**config.mk**
```make
export PLATFORM = sky130hd
export DESIGN_NAME = multi_slot_oneshot_periodic_timer_top_flat
export DESIGN_NICKNAME = d
export VERILOG_FILES = /design/src/rtl/core/msot_pkg.sv /design/src/rtl/core/msot_if.sv /design/src/rtl/core/msot_ram.sv /design/src/rtl/core/msot_ctrl.sv /design/src/rtl/core/msot_dp.sv /design/src/rtl/core/multi_slot_oneshot_periodic_timer_top.sv /design/src/flat_wrapper.sv
export SDC_FILE = /design/constraint.sdc
export NUM_CORES = 2
export LEC_CHECK = 0
export ABC_CLOCK_PERIOD_IN_PS = 14000
export BUFFER_PORTS_ARGS = -buffer_cell sky130_fd_sc_hd__buf_2
export CAP_MARGIN = 20
export CELL_PAD_IN_SITES_DETAIL_PLACEMENT = 1
export CELL_PAD_IN_SITES_GLOBAL_PLACEMENT = 1
export CORE_MARGIN = 2
export CORE_UTILIZATION = 25
export DETAILED_ROUTE_END_ITERATION = 12
export PLACE_DENSITY_LB_ADDON = 0.15
export SLEW_MARGIN = 15
export SYNTH_ARGS = -nofsm -noshare
export SYNTH_HDL_FRONTEND = slang
export SYNTH_SLANG_ARGS = --single-unit
```
**constraint.sdc**
```tcl
create_clock -name i_clk -period 14 [get_ports i_clk]
set_input_delay 0.7 -clock i_clk [delete_from_list [all_inputs] [get_ports i_clk]]
set_output_delay 0.7 -clock i_clk [all_outputs]
set_load 0.01 [all_outputs]
```
**src/rtl/core/msot_pkg.sv**
```systemverilog
package msot_pkg;

    localparam int CMD_W      = 2;
    localparam int SLOT_W     = 4;
    localparam int VALUE_W    = 32;
    localparam int MASK_W     = 16;
    localparam int TICK_OUT_W = 32;

    localparam int DEF_NUM_SLOTS = 16;
    localparam int DEF_TICK_BITS = 32;

    localparam logic [CMD_W-1:0] CMD_TICK  = 2'd0;
    localparam logic [CMD_W-1:0] CMD_START = 2'd1;
    localparam logic [CMD_W-1:0] CMD_STOP  = 2'd2;

    typedef struct packed {
        logic capture;
        logic tick_inc;
        logic idx_clr;
        logic scan_rd;
        logic eval;
        logic exec;
        logic load_out;
    } t_ctl_cmd;

    typedef struct packed {
        logic in_tick;
        logic idx_last;
        logic out_free;
    } t_dp_stat;

endpackage

```
**src/rtl/core/msot_if.sv**
```systemverilog
interface msot_in_if;
    import msot_pkg::*;

    logic                valid;
    logic                ready;
    logic [CMD_W-1:0]    command;
    logic [SLOT_W-1:0]   slot;
    logic                periodic;
    logic [VALUE_W-1:0]  value;

    modport source (output valid, command, slot, periodic, value, input ready);
    modport sink (input valid, command, slot, periodic, value, output ready);
endinterface

interface msot_out_if;
    import msot_pkg::*;

    logic                  valid;
    logic                  ready;
    logic [MASK_W-1:0]     fired_mask;
    logic [TICK_OUT_W-1:0] tick_now;
    logic                  armed;

    modport source (output valid, fired_mask, tick_now, armed, input ready);
    modport sink (input valid, fired_mask, tick_now, armed, output ready);
endinterface

```
**src/rtl/core/msot_ram.sv**
```systemverilog
module msot_ram #(
    parameter int WIDTH = 32,
    parameter int DEPTH = 16,
    localparam int AW = (DEPTH > 1) ? $clog2(DEPTH) : 1
) (
    input  logic             i_clk,
    input  logic             i_we,
    input  logic [AW-1:0]    i_waddr,
    input  logic [WIDTH-1:0] i_wdata,
    input  logic             i_re,
    input  logic [AW-1:0]    i_raddr,
    output logic [WIDTH-1:0] o_rdata
);
    logic [WIDTH-1:0] r_mem [DEPTH];
    logic [WIDTH-1:0] r_rdata;

    always_ff @(posedge i_clk) begin
        if (i_we) begin
            r_mem[i_waddr] <= i_wdata;
        end
        if (i_re) begin
            r_rdata <= r_mem[i_raddr];
        end
    end

    assign o_rdata = r_rdata;
endmodule

```
**src/rtl/core/msot_ctrl.sv**
```systemverilog
module msot_ctrl (
    input  logic              i_clk,
    input  logic              i_rst_n,
    input  logic              i_in_valid,
    output logic              o_in_ready,
    input  msot_pkg::t_dp_stat i_stat,
    output msot_pkg::t_ctl_cmd o_cmd
);
    import msot_pkg::*;

    localparam logic [2:0] S_IDLE  = 3'd0;
    localparam logic [2:0] S_SCAN  = 3'd1;
    localparam logic [2:0] S_DRAIN = 3'd2;
    localparam logic [2:0] S_EXEC  = 3'd3;
    localparam logic [2:0] S_DONE  = 3'd4;

    logic [2:0] r_state;
    logic [2:0] n_state;
    logic       r_evp;
    logic       n_evp;

    always_comb begin
        n_state    = r_state;
        n_evp      = r_evp;
        o_in_ready = 1'b0;
        o_cmd      = '0;
        unique case (r_state)
            S_IDLE: begin
                o_in_ready = 1'b1;
                n_evp      = 1'b0;
                if (i_in_valid) begin
                    o_cmd.capture  = 1'b1;
                    o_cmd.tick_inc = i_stat.in_tick;
                    o_cmd.idx_clr  = 1'b1;
                    n_state        = i_stat.in_tick ? S_SCAN : S_EXEC;
                end
            end
            S_SCAN: begin
                o_cmd.scan_rd = 1'b1;
                o_cmd.eval    = r_evp;
                n_evp         = 1'b1;
                if (i_stat.idx_last) begin
                    n_state = S_DRAIN;
                end
            end
            S_DRAIN: begin
                o_cmd.eval = r_evp;
                n_evp      = 1'b0;
                n_state    = S_DONE;
            end
            S_EXEC: begin
                o_cmd.exec = 1'b1;
                n_state    = S_DONE;
            end
            S_DONE: begin
                if (i_stat.out_free) begin
                    o_cmd.load_out = 1'b1;
                    n_state        = S_IDLE;
                end
            end
            default: begin
                n_state = S_IDLE;
            end
        endcase
    end

    always_ff @(posedge i_clk) begin
        if (!i_rst_n) begin
            r_state <= S_IDLE;
            r_evp   <= 1'b0;
        end else begin
            r_state <= n_state;
            r_evp   <= n_evp;
        end
    end
endmodule

```
**src/rtl/core/msot_dp.sv**
```systemverilog
module msot_dp #(
    parameter int NUM_SLOTS = msot_pkg::DEF_NUM_SLOTS,
    parameter int TICK_BITS = msot_pkg::DEF_TICK_BITS
) (
    input  logic                            i_clk,
    input  logic                            i_rst_n,
    input  logic [msot_pkg::CMD_W-1:0]      i_command,
    input  logic [msot_pkg::SLOT_W-1:0]     i_slot,
    input  logic                            i_periodic,
    input  logic [msot_pkg::VALUE_W-1:0]    i_value,
    input  logic                            i_out_ready,
    output logic                            o_out_valid,
    output logic [msot_pkg::MASK_W-1:0]     o_fired_mask,
    output logic [msot_pkg::TICK_OUT_W-1:0] o_tick_now,
    output logic                            o_armed,
    input  msot_pkg::t_ctl_cmd              i_cmd,
    output msot_pkg::t_dp_stat              o_stat
);
    import msot_pkg::*;

    localparam int IDX_W = (NUM_SLOTS > 1) ? $clog2(NUM_SLOTS) : 1;

    logic [TICK_BITS-1:0]  r_tick;
    logic [CMD_W-1:0]      r_cmd;
    logic [SLOT_W-1:0]     r_slot;
    logic                  r_per;
    logic [TICK_BITS-1:0]  r_val;
    logic [IDX_W-1:0]      r_idx;
    logic [IDX_W-1:0]      r_rd_idx;
    logic [NUM_SLOTS-1:0]  r_armed;
    logic [NUM_SLOTS-1:0]  n_armed;
    logic [NUM_SLOTS-1:0]  r_periodic;
    logic [NUM_SLOTS-1:0]  n_periodic;
    logic [NUM_SLOTS-1:0]  r_fired;
    logic                  r_arm_res;
    logic                  r_out_valid;
    logic [MASK_W-1:0]     r_out_mask;
    logic [TICK_OUT_W-1:0] r_out_tick;
    logic                  r_out_armed;

    logic [TICK_BITS-1:0]  w_exp_rd;
    logic [TICK_BITS-1:0]  w_per_rd;
    logic                  w_hit;
    logic [TICK_BITS-1:0]  w_reload;
    logic                  w_keep;
    logic                  w_slot_ok;
    logic [IDX_W-1:0]      w_slot_idx;
    logic                  w_start;
    logic                  w_stop;
    logic [TICK_BITS-1:0]  w_start_exp;
    logic                  w_start_arm;
    logic                  w_exp_we;
    logic [IDX_W-1:0]      w_exp_waddr;
    logic [TICK_BITS-1:0]  w_exp_wdata;
    logic                  w_per_we;
    logic [MASK_W-1:0]     w_mask;

    // Evaluation of the slot whose memory words were read in the previous cycle.
    assign w_hit    = r_armed[r_rd_idx] && (w_exp_rd <= r_tick);
    assign w_reload = TICK_BITS'(w_per_rd + r_tick);
    assign w_keep   = r_periodic[r_rd_idx] && (w_reload > r_tick);

    assign w_slot_ok   = (32'(r_slot) < 32'(NUM_SLOTS));
    assign w_slot_idx  = IDX_W'(r_slot);
    assign w_start     = i_cmd.exec && (r_cmd == CMD_START) && w_slot_ok;
    assign w_stop      = i_cmd.exec && (r_cmd == CMD_STOP) && w_slot_ok;
    assign w_start_exp = r_per ? TICK_BITS'(r_val + r_tick) : r_val;
    assign w_start_arm = (w_start_exp > r_tick);

    assign w_exp_we    = (i_cmd.eval && w_hit && r_periodic[r_rd_idx]) || w_start;
    assign w_exp_waddr = i_cmd.eval ? r_rd_idx : w_slot_idx;
    assign w_exp_wdata = i_cmd.eval ? w_reload : w_start_exp;
    assign w_per_we    = w_start && r_per;

    msot_ram #(
        .WIDTH (TICK_BITS),
        .DEPTH (NUM_SLOTS)
    ) u_exp_ram (
        .i_clk   (i_clk),
        .i_we    (w_exp_we),
        .i_waddr (w_exp_waddr),
        .i_wdata (w_exp_wdata),
        .i_re    (i_cmd.scan_rd),
        .i_raddr (r_idx),
        .o_rdata (w_exp_rd)
    );

    msot_ram #(
        .WIDTH (TICK_BITS),
        .DEPTH (NUM_SLOTS)
    ) u_per_ram (
        .i_clk   (i_clk),
        .i_we    (w_per_we),
        .i_waddr (w_slot_idx),
        .i_wdata (r_val),
        .i_re    (i_cmd.scan_rd),
        .i_raddr (r_idx),
        .o_rdata (w_per_rd)
    );

    always_comb begin
        n_armed    = r_armed;
        n_periodic = r_periodic;
        if (i_cmd.eval && w_hit) begin
            n_armed[r_rd_idx] = w_keep;
        end
        if (w_start) begin
            n_armed[w_slot_idx]    = w_start_arm;
            n_periodic[w_slot_idx] = r_per;
        end
        if (w_stop) begin
            n_armed[w_slot_idx] = 1'b0;
        end
    end

    // Only the first sixteen slots are reported.
    for (genvar b = 0; b < MASK_W; b++) begin : g_mask
        if (b < NUM_SLOTS) begin : g_live
            assign w_mask[b] = r_fired[b];
        end else begin : g_none
            assign w_mask[b] = 1'b0;
        end
    end

    always_ff @(posedge i_clk) begin
        if (!i_rst_n) begin
            r_tick      <= '0;
            r_armed     <= '0;
            r_periodic  <= '0;
            r_out_valid <= 1'b0;
        end else begin
            if (i_cmd.tick_inc) begin
                r_tick <= r_tick + 1'b1;
            end
            r_armed    <= n_armed;
            r_periodic <= n_periodic;
            if (i_cmd.load_out) begin
                r_out_valid <= 1'b1;
            end else if (i_out_ready) begin
                r_out_valid <= 1'b0;
            end
        end
    end

    always_ff @(posedge i_clk) begin
        if (i_cmd.capture) begin
            r_cmd     <= i_command;
            r_slot    <= i_slot;
            r_per     <= i_periodic;
            r_val     <= TICK_BITS'(i_value);
            r_fired   <= '0;
            r_arm_res <= 1'b0;
        end else begin
            if (i_cmd.eval && w_hit) begin
                r_fired[r_rd_idx] <= 1'b1;
            end
            if (w_start) begin
                r_arm_res <= w_start_arm;
            end
        end
        if (i_cmd.idx_clr) begin
            r_idx <= '0;
        end else if (i_cmd.scan_rd) begin
            r_idx <= r_idx + 1'b1;
        end
        if (i_cmd.scan_rd) begin
            r_rd_idx <= r_idx;
        end
        if (i_cmd.load_out) begin
            r_out_mask  <= w_mask;
            r_out_tick  <= TICK_OUT_W'(r_tick);
            r_out_armed <= r_arm_res;
        end
    end

    assign o_stat.in_tick  = (i_command == CMD_TICK);
    assign o_stat.idx_last = (r_idx == IDX_W'(NUM_SLOTS - 1));
    assign o_stat.out_free = !r_out_valid || i_out_ready;

    assign o_out_valid  = r_out_valid;
    assign o_fired_mask = r_out_mask;
    assign o_tick_now   = r_out_tick;
    assign o_armed      = r_out_armed;
endmodule

```
**src/rtl/core/multi_slot_oneshot_periodic_timer_top.sv**
```systemverilog
// Bank of NUM_SLOTS one-shot or periodic timers driven by a TICK_BITS-bit tick counter.
// Each item is a tick, a start or a stop command and yields exactly one result item.
// A tick scans the slots one per cycle through the read port of the expiry and period
// memories, drains the evaluation of the last slot read and then loads its result into
// the output register; start, stop and unknown commands pass an execute state before
// their result is loaded. One item is worked on at a time, and the next item is accepted
// only once the result of the last one has been loaded. A finished result waits in an
// output register while the next item is already being accepted and processed; a second
// result that is ready while the first still waits holds the bank until the output
// register is taken.
module multi_slot_oneshot_periodic_timer_top #(
    parameter int NUM_SLOTS = msot_pkg::DEF_NUM_SLOTS,
    parameter int TICK_BITS = msot_pkg::DEF_TICK_BITS
) (
    input  logic        i_clk,
    input  logic        i_rst_n,
    msot_in_if.sink     i_in,
    msot_out_if.source  o_out
);
    import msot_pkg::*;

    t_ctl_cmd w_cmd;
    t_dp_stat w_stat;
    logic     w_in_ready;

    msot_ctrl u_ctrl (
        .i_clk      (i_clk),
        .i_rst_n    (i_rst_n),
        .i_in_valid (i_in.valid),
        .o_in_ready (w_in_ready),
        .i_stat     (w_stat),
        .o_cmd      (w_cmd)
    );

    msot_dp #(
        .NUM_SLOTS (NUM_SLOTS),
        .TICK_BITS (TICK_BITS)
    ) u_dp (
        .i_clk        (i_clk),
        .i_rst_n      (i_rst_n),
        .i_command    (i_in.command),
        .i_slot       (i_in.slot),
        .i_periodic   (i_in.periodic),
        .i_value      (i_in.value),
        .i_out_ready  (o_out.ready),
        .o_out_valid  (o_out.valid),
        .o_fired_mask (o_out.fired_mask),
        .o_tick_now   (o_out.tick_now),
        .o_armed      (o_out.armed),
        .i_cmd        (w_cmd),
        .o_stat       (w_stat)
    );

    assign i_in.ready = w_in_ready;
endmodule

```
**src/flat_wrapper.sv**
```systemverilog
// flat-port wrapper written by rule: the top's interface ports become plain ports
module multi_slot_oneshot_periodic_timer_top_flat import msot_pkg::*;
#(
    parameter int NUM_SLOTS = msot_pkg::DEF_NUM_SLOTS,
    parameter int TICK_BITS = msot_pkg::DEF_TICK_BITS
)
  (i_clk, i_rst_n, i_in_valid, i_in_command, i_in_slot, i_in_periodic, i_in_value, i_in_ready, o_out_valid, o_out_fired_mask, o_out_tick_now, o_out_armed, o_out_ready);
  msot_in_if i_in_i ();
  msot_out_if o_out_i ();
  input  logic i_clk;
  input  logic i_rst_n;
  input wire logic [$bits(i_in_i.valid)-1:0] i_in_valid;
  input wire logic [$bits(i_in_i.command)-1:0] i_in_command;
  input wire logic [$bits(i_in_i.slot)-1:0] i_in_slot;
  input wire logic [$bits(i_in_i.periodic)-1:0] i_in_periodic;
  input wire logic [$bits(i_in_i.value)-1:0] i_in_value;
  output wire logic [$bits(i_in_i.ready)-1:0] i_in_ready;
  output wire logic [$bits(o_out_i.valid)-1:0] o_out_valid;
  output wire logic [$bits(o_out_i.fired_mask)-1:0] o_out_fired_mask;
  output wire logic [$bits(o_out_i.tick_now)-1:0] o_out_tick_now;
  output wire logic [$bits(o_out_i.armed)-1:0] o_out_armed;
  input wire logic [$bits(o_out_i.ready)-1:0] o_out_ready;
  assign i_in_i.valid = i_in_valid;
  assign i_in_i.command = i_in_command;
  assign i_in_i.slot = i_in_slot;
  assign i_in_i.periodic = i_in_periodic;
  assign i_in_i.value = i_in_value;
  assign i_in_ready = i_in_i.ready;
  assign o_out_valid = o_out_i.valid;
  assign o_out_fired_mask = o_out_i.fired_mask;
  assign o_out_tick_now = o_out_i.tick_now;
  assign o_out_armed = o_out_i.armed;
  assign o_out_i.ready = o_out_ready;
  multi_slot_oneshot_periodic_timer_top #(.NUM_SLOTS(NUM_SLOTS), .TICK_BITS(TICK_BITS)) u_core (.i_clk(i_clk), .i_rst_n(i_rst_n), .i_in(i_in_i), .o_out(o_out_i));
endmodule
```
* Word level (Yosys, flattened, before mapping) *
Memory sizes are Yosys's and may differ from the RTL's. A register that Yosys moved wholly into a read port is not among the register bits.
Index checks and enable logic that the tools add are counted.

storage, ports and cells
  flip-flop bits (word level) = 182
  bits in writable memories = 1024
  input port bits = 43
  output and inout bits = 51
  memories kept = 2

memories
  name                         depth  width  rd ports  clocked after memory_dff  wr ports  line            source
  u_core.u_dp.u_exp_ram.r_mem  16     32     1         1                         1         msot_ram.sv:14  logic [WIDTH-1:0] r_mem [DEPTH];
  u_core.u_dp.u_per_ram.r_mem  16     32     1         1                         1         msot_ram.sv:14

cells by class
  add/sub/neg operators = 4
  magnitude comparators = 7
  equal/unequal tests = 10
  muxes and demuxes = 37
  bitwise gates (word level) = 3
  reductions and logical operators = 20

operators by type and width
  kind                   number
  $add 32x32->32         2
  $gt 32x32->1           2
  $mux 32                2
  $bwmux 16              3
  $mux 16                3
  $add 32x1->32 const B  1
  $le 32x32->1           1
  $and 16x16->16         1
  $mux 1                 16
  $not 16->16            1
  $or 16x16->16          1
  $mux 3                 5
  $pmux 3 s4             1
  $lt 4x5->1 const B     2
  $logic_and 1x1->1      9
  $bmux 1 s4             2
  $demux 1 s4            2
  $ge 4x1->1 const B     2
  $eq 3x2->1 const B     2
  $ne 2x2->1 const B     3
  $reduce_or 2->1        3
  $add 4x1->4 const B    1
  $eq 4x4->1 const B     1
  $mux 4                 1
  other kinds (12)       14

* Logic depth before layout (Yosys ltp) *
  word-level depth = 10
  gate-level depth with buffers = 22
  depth with buffers taken out = 22

* Cells and area by module *
Synthesis repeated with hierarchy kept, for this count alone.

unflattened totals
  cells, all modules = 3075
  area total of the unflattened synthesis = 53387.5 µm²

modules (own cells, without submodules)
  module                            times used  cells each  area each (µm²)
  msot_ram (u_core.u_dp.u_per_ram)  1           838         20174.3
  msot_ram (u_core.u_dp.u_exp_ram)  1           838         20155.6
  msot_dp                           1           1372        12813.5
  msot_ctrl                         1           27          244.0

* Worst setup path before layout *
No wires, ideal clock.

  kind = register to register
  start point = register u_core.u_dp.r_val[0]
  end point = register u_core.u_dp.r_armed[11]
  setup time = 114 ps
  arrival time = 4942 ps
  setup slack = 8944 ps
  cell stages (with the launch flop) = 22
  path buffers = 0
  clock period less this slack = 5056 ps
  cell sequence = edfxtp_1 -> ha_1 -> inv_1 -> fa_1 -> nor2b_4 -> o31a_1 -> o221ai_2 -> a41oi_2 -> a221o_2 -> a21boi_2 -> o21ai_0 -> xor2_1 -> mux2_2 -> ha_1 -> a21o_1 -> a21o_1 -> a21oi_1 -> o21ai_0 -> a2111oi_0 -> nor2_1 -> and3_1 -> a21o_1

between the ends
  word-level cells in the longest chain between the ends = 7

ends and longest elaborated chain
  what                             line            source
  from (decl)                      msot_dp.sv:27   logic [TICK_BITS-1:0] r_val;
  from (signal assigned)           msot_dp.sv:150  r_val <= TICK_BITS'(i_value);
  $add 32x32->32                   msot_dp.sv:67   assign w_start_exp = r_per ? TICK_BITS'(r_val + r_tick) : r_val;
  $mux 32 *                        msot_dp.sv:67
  $gt 32x32->1 *                   msot_dp.sv:68   assign w_start_arm = (w_start_exp > r_tick);
  $bwmux 16 *                      msot_dp.sv:108  n_armed[w_slot_idx] = w_start_arm;
  $mux 16 *                        msot_dp.sv:107  if (w_start) begin
  $and 16x16->16 (no source line)  --
  $mux 16 *                        msot_dp.sv:111  if (w_stop) begin
  to (signal assigned)             msot_dp.sv:135  r_armed <= n_armed;
  to (decl)                        msot_dp.sv:30   logic [NUM_SLOTS-1:0] r_armed;

Mark *: on every way between the ends. The rest lies on a longest branch, timed or not.
A chain may end at the register's enable or synchronous reset.

* Final worst setup path *
  start point = register u_core.u_dp.r_val[2]
  end point = register u_core.u_dp.r_armed[11]

The elaborated chain is that of the path after synthesis.

==> results.sh <==
export IMPL_finalHoldWorstSlack_ps=85.5
export IMPL_worst_setup_path_type="flop to flop"
export IMPL_crit_path_max_fanout=18
export IMPL_r2r_end="u_core.u_dp.r_armed[11]$_SDFF_PN0_"
export IMPL_postSynthAreaPerCell_um2=18.3
export IMPL_post_route_period_util_pct=45.4
export IMPL_crit_path_end_kind="flop"
export IMPL_timing_fmax_ghz=0.157
export IMPL_core_um2=213000
export IMPL_rsz0062_at_grt="no"
export IMPL_leakagePower_nw=19.8
export IMPL_number_of_placed_cells_counting_well_taps=5789
export IMPL_multi_input_area_um2=15800
export IMPL_ctsRootBufferMaster="sky130_fd_sc_hd__clkbuf_16"
export IMPL_number_of_cells_produced_by_synthesis=2925
export IMPL_nFillCells=21800
export IMPL_timing_final_max_slew_violations=0
export IMPL_ys_ff_latch=1270
export IMPL_synth_edf_count=1180
export IMPL_place_congestion=0.826
export IMPL_die_width_um=467
export IMPL_register_area_um2=37300
export IMPL_dr_first_iter_drc_count=2329
export IMPL_grt_overflow=0
export IMPL_finalSetupViolations=0
export IMPL_routedWlPerCell_um=28.3
export IMPL_ff2ff_path_depth=18
export IMPL_postSynth_topFlopCell="sky130_fd_sc_hd__edfxtp_1"
export IMPL_power_ir_vdd_worst_mv=0.103
export IMPL_worstHoldEndpoint="u_core.u_dp.r_val[29]$_DFFE_PP_"
export IMPL_synthToLayoutAreaGrowth_pct=17.0
export IMPL_die_area_um2=218000
export IMPL_cts_made_buffers=150
export IMPL_first_global_vias=30800
export IMPL_total_clock_sinks=1270
export IMPL_drc=0
export IMPL_final_common_cell="sky130_fd_sc_hd__edfxtp_1"
export IMPL_cellPowerDensity_nw_per_um2=148
export IMPL_sequential_area_share_after_synthesis_pct=69.6
export IMPL_cts_repair_resized=0
export IMPL_postCtsHoldBufs=2
export IMPL_grt_antenna_before_repair=7
export IMPL_cap_violations=0
export IMPL_ant_nets=0
export IMPL_max_slew_headroom_at_the_worst_pin_pct=12.2
export IMPL_finalHoldViolations=0
export IMPL_synthDistinctLibCells=76
export IMPL_ioPinCount=94
export IMPL_crit_reg2reg_launch="u_core.u_dp.r_val[2]$_DFFE_PP_"
export IMPL_overall_track_demand_over_capacity_in_global_routing_pct=15.8
export IMPL_die_h_um=467
export IMPL_clk_latency_ps=810
export IMPL_layout_cells_most_common_list="sky130_fd_sc_hd__edfxtp_1 (1180), sky130_fd_sc_hd__mux4_2 (330), sky130_fd_sc_hd__ha_1 (159)"
export IMPL_routed_via_count=28800
export IMPL_drtPass1Iterations=5
export IMPL_grt_first_pass_wirelength_um=242000
export IMPL_finalCriticalPeriod_ps=6350
export IMPL_min_path_type="input pin to flop"
export IMPL_cp_start_kind="flop"
export IMPL_final_layout_size_suffix_gt1_share_pct=24.3
export IMPL_cts_tree="built"
export IMPL_result_of_the_run="complete, no violations"
export IMPL_skew_ps=47.0
export IMPL_synth_warning_count=0
export IMPL_finalNonFillerCells=6067
export IMPL_drt_total_wl_um=172000
export IMPL_depth_of_the_worst_hold_timing_path=1
export IMPL_route_detailed_vias_per_inst=4.74
export IMPL_synth_fp_nets=3129
export IMPL_netlist_area_um2=53500
export IMPL_place_detailed_hpwl_um=105000
export IMPL_critPathArrivalTime_ps=7050
export IMPL_placement_rows=169
export IMPL_design_power_total_mw=9.27
export IMPL_critical_path_required_ps=14690
export IMPL_clock_path_buffers=3
export IMPL_synthArstFlopShare_pct=0
export IMPL_layout_nets=3327
export IMPL_clk_pin_slew_worst_paths_ps=60
export IMPL_totalNegativeSetupSlack_ps=0
export IMPL_start_util_pct=25.2
export IMPL_grt_start_max_net_pins=114
export IMPL_cts_htree_levels=4
export IMPL_worst_r2r_setup_slack_ps=7650
export IMPL_max_slew_worst_pin_slew_ps=1300
export IMPL_post_cts_setup_buffer_count=0
export IMPL_timing_hold_worst_start="i_in_value[29]"
export IMPL_numPortBuffers=93
==> metrics by stage <==
step	cell area (um2)	util [%]	worst slack (ps)
2_1_floorplan	53500	-	8940
3_3_place_gp	57800	27.2	7360
3_5_place_dp	57800	27.2	7160
4_1_cts	62600	29.4	7120
5_1_grt	62600	29.5	7160
6_report	62600	29.5	7650
==> worst max path at each step <==
| stage | to | depth (start not counted) | startpoint | slack, ps |
|---|---|---|---|---|
| after floorplan | u_core.u_dp.r_armed[11]$_SDFF_PN0_ | 21 | u_core.u_dp.r_val[0]$_DFFE_PP_ | 8940 |
| after global placement | u_core.u_dp.r_armed[11]$_SDFF_PN0_ | 21 | u_core.u_dp.r_val[0]$_DFFE_PP_ | 7360 |
| after detailed placement | u_core.u_dp.r_armed[11]$_SDFF_PN0_ | 21 | u_core.u_dp.r_val[0]$_DFFE_PP_ | 7160 |
| after CTS | u_core.u_dp.r_armed[11]$_SDFF_PN0_ | 21 | u_core.u_dp.r_val[0]$_DFFE_PP_ | 7120 |
| after global routing | u_core.u_dp.r_armed[6]$_SDFF_PN0_ | 18 | u_core.u_dp.r_val[2]$_DFFE_PP_ | 7160 |
| final | u_core.u_dp.r_armed[11]$_SDFF_PN0_ | 18 | u_core.u_dp.r_val[2]$_DFFE_PP_ | 7650 |
==> kinds of logic (layout without fill, tap and decap cells) <==
| family | Yosys count | after routing | share of synthesized area (%) |
|---|---|---|---|
| compound gates | 366 | 366 | 4.48 |
| xor+xnor | 89 | 89 | 1.46 |
| fa+ha+maj | 161 | 161 | 3.79 |
| buf+inv | 174 | 490 | 1.31 |
| flops | 1270 | 1270 | 69.6 |
| mux | 374 | 374 | 14.8 |
| other cells | 0 | 5 | 0 |
| simple gates | 491 | 491 | 4.57 |
==> cell type report <==
type | instances | area share [%]
inverter | 52 | 0.312
tap | 2821 | 5.64
sequential | 1270 | 59.5
clock buffer | 190 | 6.30
multi-input combinational | 1481 | 25.3
antenna | 5 | 0.0200
clock inverter | 80 | 1.23
timing repair buffer | 168 | 1.72
==> critical path, cell delays in order (launching register included) <==
cell,delay (ps)
sky130_fd_sc_hd__edfxtp_1,650
sky130_fd_sc_hd__ha_1,470
sky130_fd_sc_hd__o21ai_0,150
sky130_fd_sc_hd__o21ai_1,320
sky130_fd_sc_hd__nand3_1,360
sky130_fd_sc_hd__a311oi_1,870
sky130_fd_sc_hd__o21ai_0,280
sky130_fd_sc_hd__a21oi_1,230
sky130_fd_sc_hd__xnor2_1,140
sky130_fd_sc_hd__a21oi_1,120
sky130_fd_sc_hd__ha_1,360
sky130_fd_sc_hd__a21o_1,170
sky130_fd_sc_hd__a21o_1,170
sky130_fd_sc_hd__a21oi_1,160
sky130_fd_sc_hd__o21ai_0,180
sky130_fd_sc_hd__a2111oi_2,720
sky130_fd_sc_hd__nor2_1,390
sky130_fd_sc_hd__and3_1,310
sky130_fd_sc_hd__a21o_1,180
==> where the power goes <==
group / switching [mW] / total (mW) / internal (mW)
combinational: 0.604 / 1.15 / 0.547
sequential: 0.0881 / 4.34 / 4.26
clock: 1.60 / 3.77 / 2.17
total: 2.29 / 9.27 / 6.98
==> metal layers <==
layer,wire (um),global-route usage (%),share of wire (%),vias up
met3,7090,2.52,4.1,226
met4,4290,4.45,2.5,2
met1,79100,21.9,46,15500
li1,-,-,-,12300
met2,81400,25.5,47,666
met5,18,0,0.010,-
==> synth_stat cells (all sizes together) (36+ instances only) <==
| library cell | number | area (um2) |
|---|---|---|
| nand2 | 112 | 420 |
| clkbuf | 86 | 354 |
| buf | 36 | 150 |
| and2 | 37 | 231 |
| nor3 | 40 | 200 |
| nand3 | 39 | 195 |
| a21oi | 98 | 490 |
| a21o | 58 | 435 |
| dfxtp | 90 | 1800 |
| xnor2 | 64 | 561 |
| edfxtp | 1180 | 35400 |
| ha | 159 | 1990 |
| nor2 | 126 | 473 |
| mux4 | 330 | 7430 |
| o21ai | 77 | 385 |
| inv | 51 | 191 |
==> state kept, by name (all words and copies together), names as in the netlist <==
name / cells
u_core.u_dp.r_arm_res: 1
u_core.u_dp.u_exp_ram.o_rdata: 32
u_core.u_dp.r_tick: 32
u_core.u_dp.o_out_valid: 1
u_core.u_dp.u_per_ram.o_rdata: 32
u_core.u_dp.r_val: 32
u_core.u_dp.r_cmd: 2
u_core.u_dp.u_per_ram.r_mem: 512
u_core.u_dp.r_per: 1
u_core.u_dp.o_armed: 1
u_core.u_dp.r_slot: 4
u_core.u_dp.r_armed: 16
u_core.u_ctrl.r_evp: 1
u_core.u_dp.r_idx: 4
u_core.u_dp.o_fired_mask: 16
u_core.u_dp.o_tick_now: 32
u_core.u_dp.r_fired: 16
u_core.u_dp.u_exp_ram.r_mem: 512
u_core.u_ctrl.r_state: 3
u_core.u_dp.r_periodic: 16
u_core.u_dp.r_rd_idx: 4
(Power assumes the default switching activity.)
